[config.mk]
export PLATFORM = sky130hd
export DESIGN_NAME = dshot_frame_transmitter
export DESIGN_NICKNAME = d
export VERILOG_FILES = /design/src/rtl/core/dsft_pkg.sv /design/src/rtl/core/dsft_frame_builder.sv /design/src/rtl/core/dsft_serializer.sv /design/src/rtl/core/dshot_frame_transmitter.sv
export SDC_FILE = /design/constraint.sdc
export NUM_CORES = 1
export LEC_CHECK = 0
export BUFFER_PORTS_ARGS = -buffer_cell sky130_fd_sc_hd__buf_2
export CORE_AREA = 2 2 213 110
export CTS_CLUSTER_DIAMETER = 30
export CTS_CLUSTER_SIZE = 8
export DETAILED_ROUTE_END_ITERATION = 7
export DIE_AREA = 0 0 215 112
export PLACE_DENSITY = 0.83
export SLEW_MARGIN = 20
export SYNTH_ARGS = -nofsm -noshare
export SYNTH_HDL_FRONTEND = slang
export SYNTH_SLANG_ARGS = --single-unit
[constraint.sdc]
create_clock -name clk -period 17.2 [get_ports clk]
set_input_delay 1.72 -clock clk [delete_from_list [all_inputs] [get_ports clk]]
set_output_delay 1.72 -clock clk [all_outputs]
set_load 0.02 [all_outputs]
[src/rtl/core/dsft_pkg.sv]
// Package for the DShot frame transmitter: word types, configuration
// register indexes, frame constants and the reset values of the registers.
// No dependencies.
`timescale 1ns / 1ps

package dsft_pkg;

	localparam int TICK_COUNT_BITS_DEFAULT = 8;

	localparam int THRUST_W   = 17;
	localparam int TICKS_W    = 8;
	localparam int FRAME_W    = 16;
	localparam int THROTTLE_W = 11;
	localparam int CRC_W      = 4;
	localparam int BITS_W     = 5;
	localparam int CFG_IDX_W  = 3;
	localparam int CFG_DATA_W = 17;

	localparam logic [THRUST_W-1:0]   Q_ONE         = 17'd65536;
	localparam logic [THROTTLE_W-1:0] THROTTLE_BASE = 11'd48;
	localparam logic [THROTTLE_W-1:0] THROTTLE_SPAN = 11'd1999;
	localparam logic [THROTTLE_W-1:0] THROTTLE_MAX  = 11'd2047;
	localparam logic [BITS_W-1:0]     FRAME_BITS    = 5'd16;
	localparam logic [CRC_W-1:0]      CRC_MASK      = 4'hF;

	localparam logic [THRUST_W-1:0] RST_LOWER_LIMIT = 17'd0;
	localparam logic [THRUST_W-1:0] RST_UPPER_LIMIT = 17'd65536;
	localparam logic [TICKS_W-1:0]  RST_ZERO_HIGH   = 8'd10;
	localparam logic [TICKS_W-1:0]  RST_ZERO_LOW    = 8'd12;
	localparam logic [TICKS_W-1:0]  RST_ONE_HIGH    = 8'd16;
	localparam logic [TICKS_W-1:0]  RST_ONE_LOW     = 8'd6;

	typedef enum logic [CFG_IDX_W-1:0] {
		CFG_THRUST_LOWER = 3'd0,
		CFG_THRUST_UPPER = 3'd1,
		CFG_ZERO_HIGH    = 3'd2,
		CFG_ZERO_LOW     = 3'd3,
		CFG_ONE_HIGH     = 3'd4,
		CFG_ONE_LOW      = 3'd5
	} cfg_reg_e;

	typedef struct packed {
		logic [THRUST_W-1:0] thrust_lower_limit;
		logic [THRUST_W-1:0] thrust_upper_limit;
		logic [TICKS_W-1:0]  zero_high_ticks;
		logic [TICKS_W-1:0]  zero_low_ticks;
		logic [TICKS_W-1:0]  one_high_ticks;
		logic [TICKS_W-1:0]  one_low_ticks;
	} cfg_t;

	typedef struct packed {
		logic                req_type;
		logic [THRUST_W-1:0] thrust;
	} cmd_t;

	typedef struct packed {
		logic               line_level;
		logic [FRAME_W-1:0] frame_word;
		logic               sending;
		logic               frame_end;
	} res_t;

endpackage

[src/rtl/core/dsft_frame_builder.sv]
// Frame builder: clamps a Q1.16 thrust, maps it to a DShot throttle value
// and appends the nibble-XOR checksum. Combinational; uses dsft_pkg.
`timescale 1ns / 1ps

module dsft_frame_builder (
	input  logic [dsft_pkg::THRUST_W-1:0] thrust,
	input  dsft_pkg::cfg_t                cfg,
	output logic [dsft_pkg::FRAME_W-1:0]  frame
);

	logic [dsft_pkg::THRUST_W-1:0]   t_lo;
	logic [dsft_pkg::THRUST_W-1:0]   t_hi;
	logic [dsft_pkg::THRUST_W-1:0]   t_sat;
	logic [dsft_pkg::THRUST_W-1:0]   span;
	logic [27:0]                     product;
	logic [dsft_pkg::THROTTLE_W:0]   throttle_sum;
	logic [dsft_pkg::THROTTLE_W-1:0] throttle;
	logic [dsft_pkg::THROTTLE_W:0]   v;
	logic [dsft_pkg::CRC_W-1:0]      crc;

	always_comb begin
		t_lo  = (thrust < cfg.thrust_lower_limit) ? cfg.thrust_lower_limit : thrust;
		t_hi  = (t_lo > cfg.thrust_upper_limit) ? cfg.thrust_upper_limit : t_lo;
		t_sat = (t_hi > dsft_pkg::Q_ONE) ? dsft_pkg::Q_ONE : t_hi;
		span  = dsft_pkg::Q_ONE - t_sat;
		product = 28'(dsft_pkg::THROTTLE_SPAN) * 28'(span);
		throttle_sum = 12'(dsft_pkg::THROTTLE_BASE) + 12'(product[27:16]);
		if (t_sat == '0) begin
			throttle = '0;
		end else if (throttle_sum > 12'(dsft_pkg::THROTTLE_MAX)) begin
			throttle = dsft_pkg::THROTTLE_MAX;
		end else begin
			throttle = throttle_sum[dsft_pkg::THROTTLE_W-1:0];
		end
		v   = {throttle, 1'b0};
		crc = (v[3:0] ^ v[7:4] ^ v[11:8]) & dsft_pkg::CRC_MASK;
		frame = {throttle, 1'b0, crc};
	end

endmodule

[src/rtl/core/dsft_serializer.sv]
// Serializer: holds the pending frame and the frame on the line, and steps
// the pulse timing by one tick per accepted tick word. Uses dsft_pkg.
`timescale 1ns / 1ps

module dsft_serializer #(
	parameter int TICK_COUNT_BITS = dsft_pkg::TICK_COUNT_BITS_DEFAULT
) (
	input  logic                         clk,
	input  logic                         arst_n,
	input  logic                         fire,
	input  logic                         req_type,
	input  logic [dsft_pkg::FRAME_W-1:0] frame,
	input  dsft_pkg::cfg_t               cfg,
	output dsft_pkg::res_t               res
);

	localparam int CW = TICK_COUNT_BITS;
	localparam logic [16:0] CNT_MAX = (17'd1 << CW) - 17'd1;

	logic [dsft_pkg::FRAME_W-1:0] shift_q;
	logic [dsft_pkg::BITS_W-1:0]  bits_q;
	logic [CW-1:0]                ticks_q;
	logic                         high_q;
	logic [dsft_pkg::FRAME_W-1:0] pend_word_q;
	logic                         pend_v_q;

	logic [dsft_pkg::FRAME_W-1:0] shift_d;
	logic [dsft_pkg::BITS_W-1:0]  bits_d;
	logic [CW-1:0]                ticks_d;
	logic                         high_d;
	logic [dsft_pkg::FRAME_W-1:0] pend_word_d;
	logic                         pend_v_d;

	logic                         load;
	logic [dsft_pkg::FRAME_W-1:0] word_eff;
	logic [dsft_pkg::BITS_W-1:0]  bits_eff;
	logic [dsft_pkg::BITS_W-1:0]  bits_dec;
	logic                         high_eff;
	logic [CW-1:0]                ticks_eff;
	logic [CW-1:0]                ticks_dec;
	logic                         cur_bit;
	logic                         next_bit;

	function automatic logic [CW-1:0] pulse_len(input logic bit_val, input logic high,
			input dsft_pkg::cfg_t c);
		logic [dsft_pkg::TICKS_W-1:0] n;
		logic [16:0]                  n_ext;
		if (bit_val) begin
			n = high ? c.one_high_ticks : c.one_low_ticks;
		end else begin
			n = high ? c.zero_high_ticks : c.zero_low_ticks;
		end
		n_ext = 17'(n);
		if (n_ext == '0) begin
			n_ext = 17'd1;
		end
		if (n_ext > CNT_MAX) begin
			n_ext = CNT_MAX;
		end
		return n_ext[CW-1:0];
	endfunction

	always_comb begin
		load      = (bits_q == '0) && pend_v_q;
		word_eff  = load ? pend_word_q : shift_q;
		bits_eff  = load ? dsft_pkg::FRAME_BITS : bits_q;
		high_eff  = load ? 1'b1 : high_q;
		bits_dec  = bits_eff - 5'd1;
		cur_bit   = word_eff[bits_dec[3:0]];
		next_bit  = word_eff[4'(bits_eff - 5'd2)];
		ticks_eff = load ? pulse_len(cur_bit, 1'b1, cfg) : ticks_q;
		ticks_dec = ticks_eff - CW'(1);

		shift_d     = shift_q;
		bits_d      = bits_q;
		ticks_d     = ticks_q;
		high_d      = high_q;
		pend_word_d = pend_word_q;
		pend_v_d    = pend_v_q;
		res         = '0;

		if (req_type) begin
			pend_word_d    = frame;
			pend_v_d       = 1'b1;
			res.sending    = (bits_q != '0);
			res.line_level = (bits_q != '0) ? high_q : 1'b0;
			res.frame_word = frame;
		end else begin
			if (load) begin
				shift_d  = pend_word_q;
				pend_v_d = 1'b0;
				bits_d   = bits_eff;
				high_d   = 1'b1;
				ticks_d  = ticks_eff;
			end
			if (bits_eff != '0) begin
				res.line_level = high_eff;
				res.frame_word = word_eff;
				res.sending    = 1'b1;
				ticks_d        = ticks_dec;
				if (ticks_dec == '0) begin
					if (high_eff) begin
						high_d  = 1'b0;
						ticks_d = pulse_len(cur_bit, 1'b0, cfg);
					end else begin
						bits_d = bits_dec;
						if (bits_dec != '0) begin
							high_d  = 1'b1;
							ticks_d = pulse_len(next_bit, 1'b1, cfg);
						end else begin
							res.frame_end = 1'b1;
						end
					end
				end
			end
		end
	end

	always_ff @(posedge clk or negedge arst_n) begin
		if (!arst_n) begin
			shift_q     <= '0;
			bits_q      <= '0;
			ticks_q     <= '0;
			high_q      <= 1'b0;
			pend_word_q <= '0;
			pend_v_q    <= 1'b0;
		end else if (fire) begin
			shift_q     <= shift_d;
			bits_q      <= bits_d;
			ticks_q     <= ticks_d;
			high_q      <= high_d;
			pend_word_q <= pend_word_d;
			pend_v_q    <= pend_v_d;
		end
	end

	a_bits_range: assert property (@(posedge clk) disable iff (!arst_n)
		bits_q <= dsft_pkg::FRAME_BITS)
		else $error("bit counter beyond frame length");

	a_end_idles: assert property (@(posedge clk) disable iff (!arst_n)
		fire && res.frame_end |=> bits_q == '0)
		else $error("serializer not idle after the last tick of a frame");

	a_load_clears: assert property (@(posedge clk) disable iff (!arst_n)
		fire && !req_type && load |=> !pend_v_q && bits_q != '0)
		else $error("pending frame not taken over by the serializer");

	a_cmd_pends: assert property (@(posedge clk) disable iff (!arst_n)
		fire && req_type |=> pend_v_q && pend_word_q == $past(frame))
		else $error("command did not leave its frame pending");

endmodule

[src/rtl/core/dshot_frame_transmitter.sv]
// Top level of the DShot frame transmitter: input register, configuration
// registers and output register around dsft_frame_builder and dsft_serializer.
// Uses dsft_pkg.
//
//   channel   direction  handshake               payload
//   cmd       in         cmd_valid / cmd_stall   dsft_pkg::cmd_t
//   res       out        res_valid / res_stall   dsft_pkg::res_t
//   cfg       in         cfg_we                  cfg_index, cfg_data
//
// One word is accepted per clock while cmd_stall is low; its result is registered
// first in the input register and then in the output register.
// The serializer state advances once per word as it leaves the input register.
// Reset clears the serializer state and loads the register defaults.
// A stalled result holds the output register; the input register still takes
// one more word, and cmd_stall rises only when both registers are full.
`timescale 1ns / 1ps

module dshot_frame_transmitter #(
	parameter int TICK_COUNT_BITS = dsft_pkg::TICK_COUNT_BITS_DEFAULT
) (
	input  logic                            clk,
	input  logic                            arst_n,
	input  logic                            cmd_valid,
	output logic                            cmd_stall,
	input  dsft_pkg::cmd_t                  cmd,
	output logic                            res_valid,
	input  logic                            res_stall,
	output dsft_pkg::res_t                  res,
	input  logic                            cfg_we,
	input  logic [dsft_pkg::CFG_IDX_W-1:0]  cfg_index,
	input  logic [dsft_pkg::CFG_DATA_W-1:0] cfg_data
);

	dsft_pkg::cfg_t cfg_q;
	logic           valid_s1;
	dsft_pkg::cmd_t cmd_s1;
	logic           valid_s2;
	dsft_pkg::res_t res_s2;

	logic                         advance;
	logic                         fire;
	logic [dsft_pkg::FRAME_W-1:0] frame;
	dsft_pkg::res_t               res_d;

	assign advance   = !valid_s2 || !res_stall;
	assign fire      = valid_s1 && advance;
	assign cmd_stall = valid_s1 && !advance;
	assign res_valid = valid_s2;
	assign res       = res_s2;

	always_ff @(posedge clk or negedge arst_n) begin
		if (!arst_n) begin
			cfg_q.thrust_lower_limit <= dsft_pkg::RST_LOWER_LIMIT;
			cfg_q.thrust_upper_limit <= dsft_pkg::RST_UPPER_LIMIT;
			cfg_q.zero_high_ticks    <= dsft_pkg::RST_ZERO_HIGH;
			cfg_q.zero_low_ticks     <= dsft_pkg::RST_ZERO_LOW;
			cfg_q.one_high_ticks     <= dsft_pkg::RST_ONE_HIGH;
			cfg_q.one_low_ticks      <= dsft_pkg::RST_ONE_LOW;
		end else if (cfg_we) begin
			unique case (cfg_index)
				dsft_pkg::CFG_THRUST_LOWER: cfg_q.thrust_lower_limit <= cfg_data;
				dsft_pkg::CFG_THRUST_UPPER: cfg_q.thrust_upper_limit <= cfg_data;
				dsft_pkg::CFG_ZERO_HIGH:    cfg_q.zero_high_ticks    <= cfg_data[7:0];
				dsft_pkg::CFG_ZERO_LOW:     cfg_q.zero_low_ticks     <= cfg_data[7:0];
				dsft_pkg::CFG_ONE_HIGH:     cfg_q.one_high_ticks     <= cfg_data[7:0];
				dsft_pkg::CFG_ONE_LOW:      cfg_q.one_low_ticks      <= cfg_data[7:0];
				default: begin
				end
			endcase
		end
	end

	always_ff @(posedge clk or negedge arst_n) begin
		if (!arst_n) begin
			valid_s1 <= 1'b0;
		end else if (!cmd_stall) begin
			valid_s1 <= cmd_valid;
		end
	end

	always_ff @(posedge clk) begin
		if (!cmd_stall && cmd_valid) begin
			cmd_s1 <= cmd;
		end
	end

	always_ff @(posedge clk or negedge arst_n) begin
		if (!arst_n) begin
			valid_s2 <= 1'b0;
		end else if (advance) begin
			valid_s2 <= valid_s1;
		end
	end

	always_ff @(posedge clk) begin
		if (fire) begin
			res_s2 <= res_d;
		end
	end

	dsft_frame_builder u_frame_builder (
		.thrust (cmd_s1.thrust),
		.cfg    (cfg_q),
		.frame  (frame)
	);

	dsft_serializer #(
		.TICK_COUNT_BITS (TICK_COUNT_BITS)
	) u_serializer (
		.clk      (clk),
		.arst_n   (arst_n),
		.fire     (fire),
		.req_type (cmd_s1.req_type),
		.frame    (frame),
		.cfg      (cfg_q),
		.res      (res_d)
	);

	a_stall_full: assert property (@(posedge clk) disable iff (!arst_n)
		cmd_stall |-> valid_s1 && valid_s2 && res_stall)
		else $error("input stalled with room in the pipeline");

	a_fire_result: assert property (@(posedge clk) disable iff (!arst_n)
		fire |=> res_valid)
		else $error("processed word produced no result");

	a_end_sending: assert property (@(posedge clk) disable iff (!arst_n)
		res_valid && res.frame_end |-> res.sending)
		else $error("frame end flagged outside a sending tick");

endmodule

==> run_results.csv <==
group,metric,value,unit
worst_setup_path,crit_slowest_cell,"o21ai_0",
floorplan,fp.dieH,112,um
clock_network,clk_pin_slew,70,ps
place,io_buffers,63,
worst_hold_path,hold_start,"u_serializer.ticks_q[6]",
timing,maxSlewHeadroom,0.2779,
global_route,grt_overflow,0,
worst_setup_path,startpoint_type,"register",
floorplan,die-area,24080,sq um
detailed_routing,dr.pass1.iters,7,
global_route,grt_pass1_vias,11350,
run_status,outcome,"finished clean",
worst_setup_path,regToRegStartpoint,"cfg_q[59]",
detailed_routing,vias,11500,
detailed_routing,ant_nets,0,
logic_synthesis,ys_warn_count,0,
detailed_routing,via_per_inst,6.401,
finish,finalNetCount,1732,
finish,utilization,0.6697,
logic_synthesis,synth_top_area_frac,0.1919,
place,hpwlAfterDp,29010,um
logic_synthesis,synth-edff-count,37,
worst_setup_path,r2r_cells,43,
run,maxCapViolations,0,
timing,timing.final.crit_share,0.8182,
timing,fin_tns_setup,0,ps
detailed_routing,top_layer,"met4",
logic_synthesis,synth-seq-cells,151,
global_route,grt_max_degree,69,
logic_synthesis,seq_area_frac_synth,0.2875,
detailed_routing,wire_per_inst,20.38,um
finish,layout_common_cells,"218 x inv_1, 116 x ha_1, 106 x dfrtp_1",
floorplan,io_pins,64,
timing,slew_viol_final,0,
logic_synthesis,avgSynthCellArea,9.611,sq um
clock_network,cts_tree,"done",
worst_setup_path,reg2reg_to,"res[2]",
logic_synthesis,async_reset_ff_frac,0.7550,
finish,area_growth,8.302,%
timing,skew,12.31,ps
timing,layout_setup_ws,3128,ps
detailed_routing,drt_iter0_markers,1665,
logic_synthesis,synth_compound_area_frac,0.1473,
global_route,antenna_found_initial,0,
logic_synthesis,netlist_top_cells_area,"dfrtp_1 19%, fa_1 14%, ha_1 11%, edfxtp_1 8.0%, inv_1 5.9%",
timing,rsz0062_at_grt,"false",
logic_synthesis,synth.area.mux_share,0.08401,
logic_synthesis,synth_cell_type_count,82,
clock_network,ctsHoldBuffers,0,
finish,antennaDiodeCount,0,
timing,hold_slack,487.5,ps
clock_network,cts_buffers,17,
logic_synthesis,synth_top_area_cell,"dfrtp_1",
logic_synthesis,synth_top_family_by_area,"adder cells",
clock_network,postCtsSetupRepairBufs,0,
finish,drive_gt1_frac,0.1404,
worst_setup_path,r2r_slack,3130,ps
timing,tightestPinTransition,1083,ps
worst_setup_path,critPathArrivalTime,14280,ps
detailed_routing,wirelength,36600,um
logic_synthesis,synth_xor_area_frac,0.02680,
clock_network,cts_root_buf,"clkbuf_16",
worst_hold_path,hp-class,"register to register",
clock_network,clock_sinks,151,
finish,final_common_cell,"inv_1",
logic_synthesis,synthSimpleGateAreaFrac,0.1306,
logic_synthesis,synth_flop_cell,"dfrtp_1",
timing,setup_viol,0,
detailed_routing,wl_met1,16300,um
floorplan,die_w,215,um
clock_network,clock_latency,450,ps
worst_setup_path,worstSetupPathType,"register to register",
logic_synthesis,syn_nets,1694,
global_route,track_usage,0.3201,
floorplan,initial_utilization,0.6184,
timing,fmax,71.06,MHz
timing,period_minus_slack,14070,ps
clock_network,htreeDepth,4,
worst_setup_path,crit_path_start,"cfg_q[59]",
place,place.gp.congestion,0.9847,
global_route,grt_pass1_wl,60400,um
worst_setup_path,crit_required,17410,ps
worst_setup_path,critical_path.max_fanout,14,
worst_hold_path,min_path_cells,2,
clock_network,cts_resized,0,
logic_synthesis,synth_fa_ha_area_frac,0.2455,
worst_hold_path,min_to,"u_serializer.ticks_q[6]",
floorplan,core_area,22350,sq um
logic_synthesis,syn_area,13820,sq um
place,dp_slack,3281,ps
worst_setup_path,worst_setup_path_end_kind,"register",
detailed_routing,wl_met3,5179,um
timing,finalHoldViolCount,0,
worst_setup_path,cpPeakStageDelay,950,ps
logic_synthesis,synthCells,1438,
floorplan,rows,39,
detailed_routing,dr_wl_met2,14420,um
detailed_routing,drc,0,
clock_network,clock_path_buffers,2,
[flip-flops by register name, summed over array words and instances, names as in the netlist]
name                      cells
cfg_q                        66
res                          19
cmd_s1                       18
u_serializer.shift_q         16
u_serializer.pend_word_q     15
u_serializer.ticks_q          8
u_serializer.bits_q           5
res_valid                     1
u_serializer.high_q           1
u_serializer.pend_v_q         1
valid_s1                      1
[synthesized netlist by cell type, drive strengths merged, types with 37 or more instances]
master / count
ha: 116
edfxtp: 37
dfrtp: 106
nand2: 105
o21ai: 99
nor3: 38
nor2: 66
inv: 218
mux2: 62
fa: 97
a21oi: 43
clkbuf: 40
[cell type report]
type / count / area, sq um
Clock buffer: 19 / 432.9
Sequential cell: 151 / 3974
Clock inverter: 13 / 153.9
Tap cell: 307 / 384.1
Multi-Input combinational cell: 1012 / 8793
Timing Repair Buffer: 75 / 407.9
Inverter: 219 / 822.0
Fill cell: 1737 / 7381
[routing by layer]
layer	vias up	track usage
met5	-	0
met4	0	0.08644
met3	79	0.1145
met2	741	0.4313
met1	5582	0.4843
li1	5095	-
[metrics by stage]
| stage | instances | area, sq um |
|---|---|---|
| 2_1_floorplan | 1438 | 13820 |
| 3_3_place_gp | 1764 | 14370 |
| 3_5_place_dp | 1764 | 14380 |
| 4_1_cts | 1796 | 14970 |
| 5_1_grt | 1796 | 14970 |
| 6_report | 1796 | 14970 |
[worst max path at each step]
stage / end / slack (ps)
after floorplan: res[5] / 5030
after global placement: res[2] / 3570
after detailed placement: res[2] / 3280
after CTS: res[2] / 3270
after global routing: res[2] / 2380
final: res[2] / 3130
[cells by family after synthesis]
| kind of cell | count (synthesis) |
|---|---|
| compound gates | 309 |
| flops | 151 |
| mux | 102 |
| fa+ha+maj | 213 |
| simple gates | 349 |
| buf+inv | 275 |
| xor+xnor | 39 |
[critical path, delay by kind of cell (launching register included)]
family | cells | cell delay [ps]
adder cells (fa/ha/maj) | 8 | 3630
AO/OA/AOI/OAI | 22 | 6890
AND/OR/NAND/NOR | 4 | 1480
flip-flops | 1 | 380
buffers and inverters | 7 | 860
XOR/XNOR | 1 | 220
multiplexers | 1 | 390
Power is left out: the tool's default activity adds up to more than one toggle a clock period on the data nets, which glitch-free logic cannot reach.
